**config.mk**
```make
export PLATFORM = sky130hd
export DESIGN_NAME = indexed_ordered_list_core
export DESIGN_NICKNAME = d
export VERILOG_FILES = /design/src/hdl/iol_pkg.sv /design/src/hdl/indexed_ordered_list_core.sv
export VERILOG_INCLUDE_DIRS = /design/src /design/src/hdl
export SDC_FILE = /design/constraint.sdc
export NUM_CORES = 2
export LEC_CHECK = 0
export BUFFER_PORTS_ARGS = -buffer_cell sky130_fd_sc_hd__buf_2
export CORE_MARGIN = 3
export CORE_UTILIZATION = 63
export CTS_CLUSTER_DIAMETER = 40
export CTS_CLUSTER_SIZE = 40
export DETAILED_ROUTE_END_ITERATION = 6
export PLACE_DENSITY = 0.79
export SLEW_MARGIN = 10
export SYNTH_ARGS = -nofsm -noshare
export SYNTH_HDL_FRONTEND = slang
export SYNTH_SLANG_ARGS = --single-unit
```
**constraint.sdc**
```tcl
create_clock -name clk -period 8.8 [get_ports clk]
set_clock_uncertainty 0.05 [all_clocks]
set_input_delay 0.88 -clock clk [delete_from_list [all_inputs] [get_ports clk]]
set_output_delay 0.88 -clock clk [all_outputs]
set_load 0.1 [all_outputs]
```
**src/hdl/indexed_ordered_list_core_macros.svh**
```systemverilog
// Assertion macros for the indexed ordered list core.
// No dependencies; included by modules that carry concurrent checks on clk/rst_n.
`ifndef INDEXED_ORDERED_LIST_CORE_MACROS_SVH
`define INDEXED_ORDERED_LIST_CORE_MACROS_SVH

// Same-cycle implication, checked outside reset
`define IOL_ASSERT_NOW(label, ante, cons, msg) \
    label: assert property (@(posedge clk) disable iff (!rst_n) (ante) |-> (cons)) \
        else $error(msg);

// Next-cycle implication, checked outside reset
`define IOL_ASSERT_NEXT(label, ante, cons, msg) \
    label: assert property (@(posedge clk) disable iff (!rst_n) (ante) |=> (cons)) \
        else $error(msg);

`endif

```
**src/hdl/iol_pkg.sv**
```systemverilog
// Shared types and codes for the indexed ordered list core.
// No dependencies; used by indexed_ordered_list_core.
package iol_pkg;

    localparam int POS_W    = 7;
    localparam int MODE_W   = 2;
    localparam int STATUS_W = 2;
    localparam int OUT_W    = 32;
    localparam int CNT_OUT_W = 7;

    typedef logic [MODE_W-1:0]   mode_t;
    typedef logic [STATUS_W-1:0] status_t;

    // Operation codes
    localparam mode_t MODE_INSERT = 2'd0;
    localparam mode_t MODE_DELETE = 2'd1;
    localparam mode_t MODE_READ   = 2'd2;
    localparam mode_t MODE_WRITE  = 2'd3;

    // Status codes
    localparam status_t ST_OK    = 2'd0;
    localparam status_t ST_RANGE = 2'd1;
    localparam status_t ST_FULL  = 2'd2;

endpackage

```
**src/hdl/indexed_ordered_list_core.sv**
```systemverilog
// Indexed ordered list: insert, delete, read and write at a list position.
// Depends on iol_pkg and indexed_ordered_list_core_macros.svh.
//
//  channel   | handshake          | payload
//  ----------+--------------------+------------------------------------
//  request   | start, busy        | mode, position, write_value
//  result    | done (1-cycle)     | status, read_value, entry_count
//
// Entries live in one synchronous RAM (one write, one read port, registered read).
// Insert and delete move one entry per cycle through the RAM read/write pair.
// Insert below count runs scan, tail, final and done; delete and read run scan,
// tail and done; an append, a write or any rejected request goes straight from
// start to done.
// Reset clears the state, the count and the read-valid flag; the RAM needs no clearing pass.
// A new request is taken once busy is low; done cannot be held off.
module indexed_ordered_list_core #(
    parameter int DEPTH       = 64,
    parameter int VALUE_WIDTH = 32
) (
    input  logic                               clk,
    input  logic                               rst_n,
    input  logic                               start,
    output logic                               busy,
    input  logic [iol_pkg::MODE_W-1:0]         mode,
    input  logic [iol_pkg::POS_W-1:0]          position,
    input  logic signed [iol_pkg::OUT_W-1:0]   write_value,
    output logic                               done,
    output logic [iol_pkg::STATUS_W-1:0]       status,
    output logic signed [iol_pkg::OUT_W-1:0]   read_value,
    output logic [iol_pkg::CNT_OUT_W-1:0]      entry_count
);

`include "indexed_ordered_list_core_macros.svh"

    localparam int AW = (DEPTH > 1) ? $clog2(DEPTH) : 1;
    localparam int CW = $clog2(DEPTH + 1);
    localparam int XW = (CW > iol_pkg::POS_W) ? CW : iol_pkg::POS_W;

    localparam logic [2:0] S_IDLE  = 3'd0;
    localparam logic [2:0] S_SCAN  = 3'd1;
    localparam logic [2:0] S_TAIL  = 3'd2;
    localparam logic [2:0] S_FINAL = 3'd3;
    localparam logic [2:0] S_DONE  = 3'd4;

    // Entry storage
    logic [VALUE_WIDTH-1:0] mem [DEPTH];
    logic [VALUE_WIDTH-1:0] rd_data_reg;

    logic                   mem_we;
    logic [AW-1:0]          mem_waddr;
    logic [VALUE_WIDTH-1:0] mem_wdata;
    logic                   mem_re;
    logic [AW-1:0]          mem_raddr;

    // Control and payload registers
    logic [2:0]                   state_reg, state_next;
    logic [CW-1:0]                count_reg, count_next;
    iol_pkg::mode_t               op_reg, op_next;
    iol_pkg::status_t             status_reg, status_next;
    logic [AW-1:0]                pos_reg, pos_next;
    logic [AW-1:0]                src_reg, src_next;
    logic [AW-1:0]                end_reg, end_next;
    logic [VALUE_WIDTH-1:0]       wval_reg, wval_next;
    logic [iol_pkg::OUT_W-1:0]    rval_reg, rval_next;
    logic                         rd_valid_reg, rd_valid_next;
    logic [AW-1:0]                rd_src_reg, rd_src_next;

    logic                         accept;
    logic [XW-1:0]                pos_x;
    logic [XW-1:0]                cnt_x;
    logic [XW-1:0]                depth_x;
    logic [63:0]                  wval_wide;
    logic [63:0]                  rd_wide;
    logic [VALUE_WIDTH-1:0]       wval_in;

    assign accept    = start && (state_reg == S_IDLE);
    assign busy      = (state_reg != S_IDLE);
    assign pos_x     = XW'(position);
    assign cnt_x     = XW'(count_reg);
    assign depth_x   = XW'(DEPTH);
    assign wval_wide = 64'({1'b0, write_value}) & 64'h0000_0000_FFFF_FFFF;
    assign wval_in   = wval_wide[VALUE_WIDTH-1:0];
    assign rd_wide   = 64'(rd_data_reg);

    // Result port
    assign done        = (state_reg == S_DONE);
    assign status      = status_reg;
    assign read_value  = rval_reg;
    assign entry_count = iol_pkg::CNT_OUT_W'(count_reg);

    // Sequencer: evaluate on accept, stream reads, write back in the following cycle
    always_comb
    begin
        state_next    = state_reg;
        count_next    = count_reg;
        op_next       = op_reg;
        status_next   = status_reg;
        pos_next      = pos_reg;
        src_next      = src_reg;
        end_next      = end_reg;
        wval_next     = wval_reg;
        rval_next     = rval_reg;
        rd_valid_next = 1'b0;
        rd_src_next   = src_reg;
        mem_we        = 1'b0;
        mem_waddr     = pos_reg;
        mem_wdata     = wval_reg;
        mem_re        = 1'b0;
        mem_raddr     = src_reg;

        case (state_reg)
            S_IDLE:
            begin
                if (accept)
                begin
                    op_next     = mode;
                    pos_next    = AW'(position);
                    wval_next   = wval_in;
                    rval_next   = '0;
                    status_next = iol_pkg::ST_OK;
                    state_next  = S_DONE;
                    if (mode == iol_pkg::MODE_INSERT)
                    begin
                        if (pos_x > cnt_x)
                            status_next = iol_pkg::ST_RANGE;
                        else if (cnt_x == depth_x)
                            status_next = iol_pkg::ST_FULL;
                        else
                        begin
                            count_next = count_reg + CW'(1);
                            if (pos_x == cnt_x)
                            begin
                                // Append: no shift needed
                                mem_we    = 1'b1;
                                mem_waddr = AW'(position);
                                mem_wdata = wval_in;
                            end
                            else
                            begin
                                src_next   = AW'(count_reg - CW'(1));
                                end_next   = AW'(position);
                                state_next = S_SCAN;
                            end
                        end
                    end
                    else if (pos_x >= cnt_x)
                        status_next = iol_pkg::ST_RANGE;
                    else if (mode == iol_pkg::MODE_WRITE)
                    begin
                        mem_we    = 1'b1;
                        mem_waddr = AW'(position);
                        mem_wdata = wval_in;
                    end
                    else
                    begin
                        src_next   = AW'(position);
                        state_next = S_SCAN;
                        if (mode == iol_pkg::MODE_DELETE)
                        begin
                            count_next = count_reg - CW'(1);
                            end_next   = AW'(count_reg - CW'(1));
                        end
                        else
                            end_next = AW'(position);
                    end
                end
            end
            S_SCAN, S_TAIL:
            begin
                // Issue the next read while scanning
                if (state_reg == S_SCAN)
                begin
                    mem_re        = 1'b1;
                    mem_raddr     = src_reg;
                    rd_valid_next = 1'b1;
                    rd_src_next   = src_reg;
                    if (src_reg == end_reg)
                        state_next = S_TAIL;
                    else if (op_reg == iol_pkg::MODE_INSERT)
                        src_next = src_reg - AW'(1);
                    else
                        src_next = src_reg + AW'(1);
                end
                else if (op_reg == iol_pkg::MODE_INSERT)
                    state_next = S_FINAL;
                else
                    state_next = S_DONE;

                // Retire the read issued last cycle
                if (rd_valid_reg)
                begin
                    if (op_reg == iol_pkg::MODE_INSERT)
                    begin
                        mem_we    = 1'b1;
                        mem_waddr = rd_src_reg + AW'(1);
                        mem_wdata = rd_data_reg;
                    end
                    else if (op_reg == iol_pkg::MODE_DELETE && rd_src_reg != pos_reg)
                    begin
                        mem_we    = 1'b1;
                        mem_waddr = rd_src_reg - AW'(1);
                        mem_wdata = rd_data_reg;
                    end
                    else
                        rval_next = rd_wide[iol_pkg::OUT_W-1:0];
                end
            end
            S_FINAL:
            begin
                // Drop the new value into the opened slot
                mem_we     = 1'b1;
                mem_waddr  = pos_reg;
                mem_wdata  = wval_reg;
                state_next = S_DONE;
            end
            S_DONE:
                state_next = S_IDLE;
            default:
                state_next = S_IDLE;
        endcase
    end

    // Control registers
    always_ff @(posedge clk or negedge rst_n)
    begin
        if (!rst_n)
        begin
            state_reg    <= S_IDLE;
            count_reg    <= '0;
            rd_valid_reg <= 1'b0;
        end
        else
        begin
            state_reg    <= state_next;
            count_reg    <= count_next;
            rd_valid_reg <= rd_valid_next;
        end
    end

    // Payload registers
    always_ff @(posedge clk)
    begin
        op_reg     <= op_next;
        status_reg <= status_next;
        pos_reg    <= pos_next;
        src_reg    <= src_next;
        end_reg    <= end_next;
        wval_reg   <= wval_next;
        rval_reg   <= rval_next;
        rd_src_reg <= rd_src_next;
    end

    // Entry RAM with registered read
    always_ff @(posedge clk)
    begin
        if (mem_we)
            mem[mem_waddr] <= mem_wdata;
        if (mem_re)
            rd_data_reg <= mem[mem_raddr];
    end

    // Checks
    `IOL_ASSERT_NEXT(a_accept_busy, start && !busy, busy, "accepted request did not raise busy")
    `IOL_ASSERT_NEXT(a_done_idle, done, !busy, "not idle after result strobe")
    `IOL_ASSERT_NOW(a_count_bound, 1'b1, count_reg <= CW'(DEPTH), "count exceeds depth")
    `IOL_ASSERT_NOW(a_full_count, done && status == iol_pkg::ST_FULL, count_reg == CW'(DEPTH), "full status with room left")
    `IOL_ASSERT_NOW(a_ram_collide, mem_we && mem_re, mem_waddr != mem_raddr, "RAM read and write hit one entry")

endmodule
```
==> impl_metrics.py <==
metrics = {
    "status": {
        "outcome": "finished, violations left",
        "violations": "DRC",
    },
    "synthesis": {
        "yosys.area.top_type_share": 0.771,
        "ys_top_cells_by_area": "edfxtp_1 77%, mux4_2 18%, clkbuf_1 0.55%, nand2_1 0.49%, dfrtp_1 0.33%",
        "synth_seq_cells": 2183,
        "synthAdderAreaFrac": 0.00270,
        "syn_area_mm2": 0.0844,
        "muxShareOfSynthArea": 0.179,
        "syn_nets": 3613,
        "synth_area_leader_cell": "edfxtp_1",
        "synth_most_common_cell": "edfxtp_1",
        "synth_edf_count": 2166,
        "yosys_warnings": 0,
        "async_flop_share": 0.00504,
        "ys_seq_area_frac": 0.775,
        "synth_cell_types": 69,
        "netlist_instances": 3553,
        "synth_compound_area_frac": 0.0110,
        "yosys.area_share.simple": 0.0178,
        "synth_top_family_by_area": "multiplexers",
        "synth_xor_area_frac": 0.00353,
        "synth-main-ff-cell": "edfxtp_1",
        "syn_area_per_cell_um2": 23.7,
        "ys_top_cells_by_count": "2166 x edfxtp_1, 667 x mux4_2, 123 x clkbuf_1, 110 x nand2_1, 47 x nor3_1",
    },
    "floorplan": {
        "die_h_um": 372,
        "fp.dieW_um": 372,
        "ios": 87,
        "rows": 133,
        "start_util": 0.638,
        "die-area_mm2": 0.138,
        "coreArea_mm2": 0.132,
    },
    "route": {
        "vias": 41400,
        "ant_nets": 0,
        "top_layer": "met5",
        "drt-pass1-iter-count": 7,
        "wl_per_cell_um": 40.2,
        "routed_wl_um": 229000,
        "wl_met3_um": 32000,
        "drc": 11,
        "vias_per_cell": 7.29,
        "drt_iter0_markers": 7320,
        "drt-met1-wl_um": 76800,
        "wl_met2_um": 108000,
    },
    "clock_network": {
        "clock_sinks": 2183,
        "cts_inserted_buffers": 189,
        "cts_setup_buffers": 0,
        "cts_tree": "yes",
        "clkTransAtPathRegs_ps": 80,
        "cts_root_buf": "clkbuf_16",
        "h-tree-depth": 4,
        "clock_latency_ps": 830,
        "clockBufferDepth": 3,
    },
    "sta": {
        "fin_crit_ps": 5750,
        "worstMarginPinSlew_ps": 1300,
        "maxSlewViolCount": 0,
        "fmax_mhz": 174,
        "post-route-period-util": 0.653,
        "finalHoldViolCount": 0,
        "setup_viol": 0,
        "slew_headroom": 0.134,
        "finalSetupTns_ps": 0,
        "rsz0062_at_grt": "false",
    },
    "setup_path": {
        "cp_data_required_time_ps": 9170,
        "r2r_cells": 10,
        "cp_max_fo": 32,
        "crit_type": "flop to flop",
        "reg2reg_slack_ps": 3050,
        "worstSetupStartpointType": "flop",
        "crit_buf_inv": 1,
        "critPathMaxStageDelay_ps": 1270,
        "cp_slowest_cell": "nor2_4",
        "path_depth": 10,
        "path_cells": "inv_1, ha_1, a21oi_1, o21ai_0, a211oi_1, nor2_1, o21a_1, o2111ai_1, nand3_1, nor2_4",
        "cp_top_family": "simple AND/OR/NAND/NOR gates",
        "timing.rr.start": "entry_count[2]",
        "cp.arrival_ps": 6120,
        "startpoint": "entry_count[2]",
        "end_kind": "flop",
        "cp-endpoint": "mem[36][15]",
        "timing.rr.end": "mem[36][15]",
    },
    "final_layout": {
        "syn2layout_area_growth_pct": 12.1,
        "design_area_mm2": 0.0946,
        "top_register": "mem",
        "drive_gt1_frac": 0.343,
        "largest_reg_flops": 2048,
        "fillCellCount": 6889,
        "layout.cells.non_filler": 5689,
        "nets": 3820,
    },
    "placement": {
        "post_dp_cell_area_mm2": 0.0877,
        "port_buffers": 86,
        "hpwl_um": 122000,
        "routabilityCongestion": 0.929,
        "dp_cells": 5322,
    },
    "grt": {
        "overflow": 0,
        "track_usage": 0.342,
        "grt_pass1_wl_um": 325000,
        "grt_pass1_vias": 41400,
        "grt_max_degree": 142,
        "antenna_found_initial": 16,
    },
    "pwr": {
        "leakagePower_nw": 29.7,
        "vdd_drop_max_uv": 356,
        "power-per-cell-area_mw_per_mm2": 367,
    },
    "flow_run": {
        "max_cap_viol_count": 0,
    },
    "worst_hold_path": {
        "hold_path.class": "input port to flop",
    },
}
-- cell families after synthesis --
group	count (synthesis)
XOR/XNOR	34
AND/OR/NAND/NOR	294
multiplexers	678
buffers and inverters	214
adder cells (fa/ha/maj)	18
flip-flops	2183
AO/OA/AOI/OAI	132
-- timing repair --
action / in CTS / in global routing
setup endpoints to repair: 0 / 0
resized for setup: 0 / 0
hold buffers: 1 / 0
hold endpoints to repair: 11 / 0
-- worst reg2reg max path, stage by stage, from the launching register on --
cell and delay, ps:
dfrtp_1 450, inv_1 130, ha_1 340, a21oi_1 130, o21ai_0 150, a211oi_1 690, nor2_1 260, o21a_1 250
o2111ai_1 550, nand3_1 1040, nor2_4 1280
-- where the power goes --
group          total [mW]  internal [mW]  switching (mW)  leakage (nW)
logic                11.9           4.00            7.93          6.60
registers            13.8           13.5           0.321          19.8
clock network        8.96           4.57            4.39          3.31
-- through the flow --
step	utilization	worst slack (ps)	hold WS [ps]	power, mW
6_report	0.715	3050	192	34.7
5_1_grt	0.715	2810	187	35.4
4_1_cts	0.715	3270	150	34.5
3_5_place_dp	0.663	2890	501	25.4
3_3_place_gp	0.663	2940	488	25.1
2_1_floorplan	-	1680	296	21.0
-- cell usage in the layout, fill, tap and decap left out, drive strengths merged, types with 10 or more instances in the layout --
cell | Yosys | layout
edfxtp | 2166 | 2166
mux4 | 667 | 667
buf | 69 | 207
clkbuf | 123 | 201
nand2 | 110 | 110
inv | 22 | 97
clkinv | 0 | 65
nor3 | 57 | 57
a22oi | 34 | 34
and2 | 33 | 33
o21ai | 29 | 29
nor2 | 28 | 28
xnor2 | 24 | 24
a21oi | 23 | 23
ha | 15 | 15
o211ai | 14 | 14
nand3 | 13 | 13
dfrtp | 11 | 11
xor2 | 10 | 10
-- routing by layer --
layer,vias to the layer above,track usage
li1,15700,-
met1,21600,0.471
met2,3566,0.516
met3,537,0.101
met4,12,0.158
met5,-,0
-- final cells by class --
cell class / count / area, um^2 / area share
inverter: 22 / 82.6 / 0.000873
clock inverter: 155 / 1880 / 0.0199
clock buffer: 201 / 4940 / 0.0523
antenna: 9 / 22.5 / 0.000238
sequential: 2183 / 65400 / 0.692
multi-input combinational: 1156 / 18600 / 0.196
tap: 1755 / 2200 / 0.0232
timing repair buffer: 208 / 1470 / 0.0155
-- worst min-delay path by stage --
stage	start	endpoint	slack (ps)	cells after the start
after CTS	write_value[31]	wval_reg[31]	150	1
after global placement	entry_count[1]	entry_count[1]	490	2
final	write_value[2]	wval_reg[2]	190	1
after global routing	write_value[9]	wval_reg[9]	190	1
after floorplan	src_reg[0]	rd_src_reg[0]	300	0
after detailed placement	rd_data_reg[17]	read_value[17]	500	1
Note: power is estimated with default switching activity, not from simulation.
